File: src/rtl/trend_season_neg_log_posterior_defines.svh
// ----------------------------------------------------------------------------
// Trend/season objective assertion macros
// Shared property wrappers for the concurrent checks of the top level.
// ----------------------------------------------------------------------------
`ifndef TREND_SEASON_NEG_LOG_POSTERIOR_DEFINES_SVH
`define TREND_SEASON_NEG_LOG_POSTERIOR_DEFINES_SVH

// Same-cycle implication, disabled while reset is asserted.
`define TSNLP_ASSERT_IMP(label, clk, rst_n, ante, cons, msg) \
	label: assert property (@(posedge clk) disable iff (!rst_n) (ante) |-> (cons)) \
		else $error(msg);

// Next-cycle implication, disabled while reset is asserted.
`define TSNLP_ASSERT_NXT(label, clk, rst_n, ante, cons, msg) \
	label: assert property (@(posedge clk) disable iff (!rst_n) (ante) |=> (cons)) \
		else $error(msg);

`endif

File: src/rtl/tsnlp_ram.sv
// ----------------------------------------------------------------------------
// Trend/season objective RAM
// Generic single-write, single-read memory with registered read data.
// ----------------------------------------------------------------------------
`timescale 1ns / 1ps

module tsnlp_ram #(
	parameter int WIDTH = 32,
	parameter int DEPTH = 64
) (
	input  logic                                         clk,
	input  logic                                         we,
	input  logic [((DEPTH > 1) ? $clog2(DEPTH) : 1)-1:0] waddr,
	input  logic [WIDTH-1:0]                             wdata,
	input  logic [((DEPTH > 1) ? $clog2(DEPTH) : 1)-1:0] raddr,
	output logic [WIDTH-1:0]                             rdata
);

	logic [WIDTH-1:0] mem [DEPTH];

	always_ff @(posedge clk) begin
		if (we) begin
			mem[waddr] <= wdata;
		end
		rdata <= mem[raddr];
	end

endmodule

File: config.mk
export PLATFORM = sky130hd
export DESIGN_NAME = tsnlp_ram
export DESIGN_NICKNAME = d
export VERILOG_FILES = /design/src/rtl/trend_season_neg_log_posterior_defines.svh /design/src/rtl/tsnlp_ram.sv
export SDC_FILE = /design/constraint.sdc
export NUM_CORES = 2
export LEC_CHECK = 0
export ABC_AREA = 1
export BUFFER_PORTS_ARGS = -buffer_cell sky130_fd_sc_hd__buf_2
export CELL_PAD_IN_SITES_DETAIL_PLACEMENT = 1
export CELL_PAD_IN_SITES_GLOBAL_PLACEMENT = 1
export CORE_MARGIN = 2
export CORE_UTILIZATION = 50
export CTS_CLUSTER_SIZE = 8
export DETAILED_ROUTE_END_ITERATION = 7
export PLACE_DENSITY = 0.83
export SLEW_MARGIN = 20
export SYNTH_ARGS = -nofsm -noshare
export SYNTH_HDL_FRONTEND = slang
export SYNTH_SLANG_ARGS = --single-unit
File: constraint.sdc
create_clock -name clk -period 13.64 [get_ports clk]
set_input_delay 0.682 -clock clk [delete_from_list [all_inputs] [get_ports clk]]
set_output_delay 0.682 -clock clk [all_outputs]
set_load 0.01 [all_outputs]
# Yosys cells after proc, flatten, opt, wreduce, memory -nomap -nowiden
# Memories as Yosys holds them, arrays and structs flattened. A register that Yosys moved wholly into a read port is not among the register bits.
# Index checks and enable logic that the tools add are counted.
[totals]
regBits = 0
ram_bits = 2048
input_bits = 46
output_inout_bits = 32
word_cells = 3
memories = 1
[mem_list]
columns = ["memory", "words", "word_bits", "read_ports", "rd_clocked_by_memory_dff", "wr", "line_no", "rtl"]
rows = [
  ["mem", 64, 32, 1, 1, 1, "tsnlp_ram.sv:19", "logic [WIDTH-1:0] mem [DEPTH];"],
]
[classes]
n_mux = 2
[ops]
columns = ["operator", "n"]
rows = [
  ["$mux W1", 2],
]

# Logic depth before layout (Yosys ltp)
[logic_depth]
ltp_word = 2
mapped_depth = 13
mapped_depth_nobuf = 9

# Worst setup path after synthesis
# No wires, ideal clock.
[synth_timing]
path_kind = "input-to-reg"
from = "in we"
to = "mem mem[48][0] (enable)"
setup_ns = 0.502
arrival_time_ns = 4.310
required_time_ns = 13.138
slack_ns = 8.828
stages = 3
path_buffers = 1
cell_sequence = "clkbuf_1 > nand4_1 > nor4_1"
[synth_via]
elab_chain_cells = 2
[synth_rtl]
columns = ["element", "line_no", "rtl"]
rows = [
  ["start: declaration", "tsnlp_ram.sv:12", "input logic we,"],
  ["$mux W1", "tsnlp_ram.sv:22", "if (we) begin"],
  ["$mux W1 (implied by the code)", "tsnlp_ram.sv:23", "mem[waddr] <= wdata;"],
  ["end: declaration", "tsnlp_ram.sv:19", ""],
]
# No other way between the ends.

==> flow_metrics.env <==
export IMPL_start_kind="primary input"
export IMPL_seq_area_frac_synth_pct=75.1
export IMPL_cp_required_ns=14.50
export IMPL_grt_pass1_vias=63600
export IMPL_synth_commonest_cells="2248 x nand2_1, 2048 x edfxtp_1, 1907 x nand3_1"
export IMPL_synthDistinctLibCells=16
export IMPL_wl_per_cell_um=31.6
export IMPL_min_period_ns=4.50
export IMPL_grt_max_degree=271
export IMPL_synth_ff_type="edfxtp_1"
export IMPL_startpoint="raddr[0]"
export IMPL_cellLeakagePower_uw=0.0330
export IMPL_cts_buffers=310
export IMPL_synthCells=6769
export IMPL_setup_worst_path_end="rdata[9]"
export IMPL_worstPathArrival_ns=5.36
export IMPL_async_flop_share_pct=0
export IMPL_drv_cap=0
export IMPL_drive_gt1_share_pct=8.69
export IMPL_place_congestion=0.823
export IMPL_core_area_um2=165000
export IMPL_cts_resized=0
export IMPL_crit_slowest_cell="buf_4"
export IMPL_clock_skew_ns=0.0704
export IMPL_clock_latency_ns=0.94
export IMPL_whs_path_depth=1
export IMPL_critPathKind="in -> reg"
export IMPL_reg2reg_setup_slack_ns=11.59
export IMPL_syn_num_nets=6815
export IMPL_cts_buffer_depth=4
export IMPL_rows=149
export IMPL_finalSetupTns_ns=0
export IMPL_synth_most_common_cell="nand2_1"
export IMPL_final_max_slew_viol_count=0
export IMPL_cts_sinks=2080
export IMPL_timing_final_ws_setup_ns=9.14
export IMPL_synth_edff_count=2048
export IMPL_rr_endpoint="rdata[20]"
export IMPL_synth_largest_area_cell="edfxtp_1"
export IMPL_r2r_start="mem[53][20]"
export IMPL_outcome="complete, no violations"
export IMPL_overflow=0
export IMPL_max_freq_mhz=222
export IMPL_synthTopCellsByArea="edfxtp_1 74%, nand3_1 12%, nand2_1 10%, buf_2 1.7%, dfxtp_1 0.77%"
export IMPL_drc_errors=0
export IMPL_layout_nets=6885
export IMPL_cts_tree="built"
export IMPL_ant_nets=0
export IMPL_critPathMaxFanout=270
export IMPL_worstMarginPinSlew_ns=1.23
export IMPL_ys_warnings_count=0
export IMPL_postCtsSetupBuffers=0
export IMPL_synth_seq_cells=2080
export IMPL_post_place_ws_ns=8.51
export IMPL_postSynthAreaPerCell_um2=12.2
export IMPL_area_growth_pct=13.4
export IMPL_firstDrtPassIters=6
export IMPL_io_buffers=77
export IMPL_cts_clk_slew_worst_paths_ns=0.05
export IMPL_finalHoldViolCount=0
export IMPL_syn_area_um2=82700
export IMPL_place_hpwl_um=143000
export IMPL_num_vias=59600
export IMPL_cpPeakStageDelay_ns=0.97
export IMPL_ir_worst_vdd_mv=0.124
export IMPL_ff2ff_path_depth=8
export IMPL_htree_levels=5
export IMPL_netlist_area_leader_share_pct=74.3
export IMPL_relSlewSlack_pct=18.0
export IMPL_track_usage_pct=33.9
export IMPL_dieWidth_um=411
export IMPL_cts_hold_buffers=0
export IMPL_antenna_found_initial=18
export IMPL_final_cell_area_um2=93800
export IMPL_die_h_um=411
export IMPL_setup_viol=0
export IMPL_initial_core_util_pct=50.3
export IMPL_p_per_area_nw_per_um2=159
export IMPL_io_pins=78
export IMPL_fin_crit_sh_pct=33.0
export IMPL_grt_setup_unrepaired="no"
export IMPL_wirelength_um=289000
export IMPL_die_area_um2=169000
export IMPL_place_area_um2=85300
export IMPL_endpoint_kind="flip-flop"
export IMPL_hold_path_class="in -> reg"
export IMPL_cts_root_buf="clkbuf_16"
export IMPL_grt_pass1_wl_um=419000
export IMPL_crit_chain="buf_8, inv_16, buf_4, buf_4, nand2_1, nand3_1, nand3_1, nand3_1, nand3_1, nand2_1, nand2_1, nand2_1"
export IMPL_routed_via_density=6.52
export IMPL_first_iter_violations=9097
[worst max-delay path, delay by kind of cell]
kind | cells | cell delay [ns]
buf+inv | 4 | 2.94
simple gates | 8 | 1.23
[worst min path at each step]
stage                      from     endpoint  slack (ns)
floorplan            mem[14][0]     rdata[0]        0.72
global placement     mem[26][1]     rdata[1]        0.78
detailed placement  mem[11][19]    rdata[19]        0.79
CTS                    raddr[5]    rdata[24]        0.36
global route          wdata[31]  mem[29][31]        0.34
finish                 wdata[8]    mem[8][8]        0.33
[through the flow]
step	total power, uW	utilization, %	cells	hold WS, ns
4_1_cts	14900	56.9	9142	0.355
3_5_place_dp	8050	51.8	8716	0.790
3_3_place_gp	8000	51.8	8716	0.776
6_report	14900	57.0	9149	0.332
2_1_floorplan	7660	-	6769	0.721
5_1_grt	15200	57.0	9144	0.342
[logic make-up (layout without fill, tap and decap cells)]
family,Yosys count,after routing,share of synthesized area [%]
buffers and inverters,461,645,2.78
DFF,2080,2080,75.1
other,0,7,0
and+or+nand+nor,4228,4228,22.1
[layer usage]
metal,up-vias,part of all wire (%),global-route usage [%]
met1,29800,34,41.1
met4,18,6.7,21.0
li1,24200,-,-
met2,4506,48,55.0
met3,1162,12,8.13
met5,-,0.043,0
[power by group]
group / switching, uW / internal, uW
Sequential: 39.1 / 7090
Combinational: 679 / 182
Clock: 2720 / 4230
Total: 3430 / 11500
[sequential cells by signal, summed over array words and instances (netlist names)]
| name | cells |
|---|---|
| rdata | 32 |
| mem | 2048 |
[layout by cell type (no fill, tap or decap), types with 3 or more instances in the layout]
| master | synthesis | final |
|---|---|---|
| diode_2 | 0 | 7 |
| dfxtp_1 | 32 | 32 |
| buf_8 | 2 | 3 |
| inv_6 | 0 | 5 |
| nor2_4 | 0 | 56 |
| edfxtp_1 | 2048 | 2048 |
| clkbuf_16 | 0 | 319 |
| nand3_1 | 1907 | 1907 |
| buf_2 | 282 | 59 |
| buf_4 | 45 | 133 |
| buf_12 | 0 | 10 |
| nand4_1 | 9 | 9 |
| inv_1 | 9 | 6 |
| nor4_2 | 0 | 8 |
| clkbuf_1 | 77 | 99 |
| nand2_1 | 2248 | 2248 |
[final cells by class]
class,instances,area [um^2]
diodes,7,17.5
clock buffers,418,8350
clock inverters,8,128
fillers,16100,70800
inverters,12,82.6
multi-input cells,4228,18800
flip-flops and latches,2080,62100
well taps,2189,2740
repair buffers,207,1560
Power figures use the tool's default switching activity.
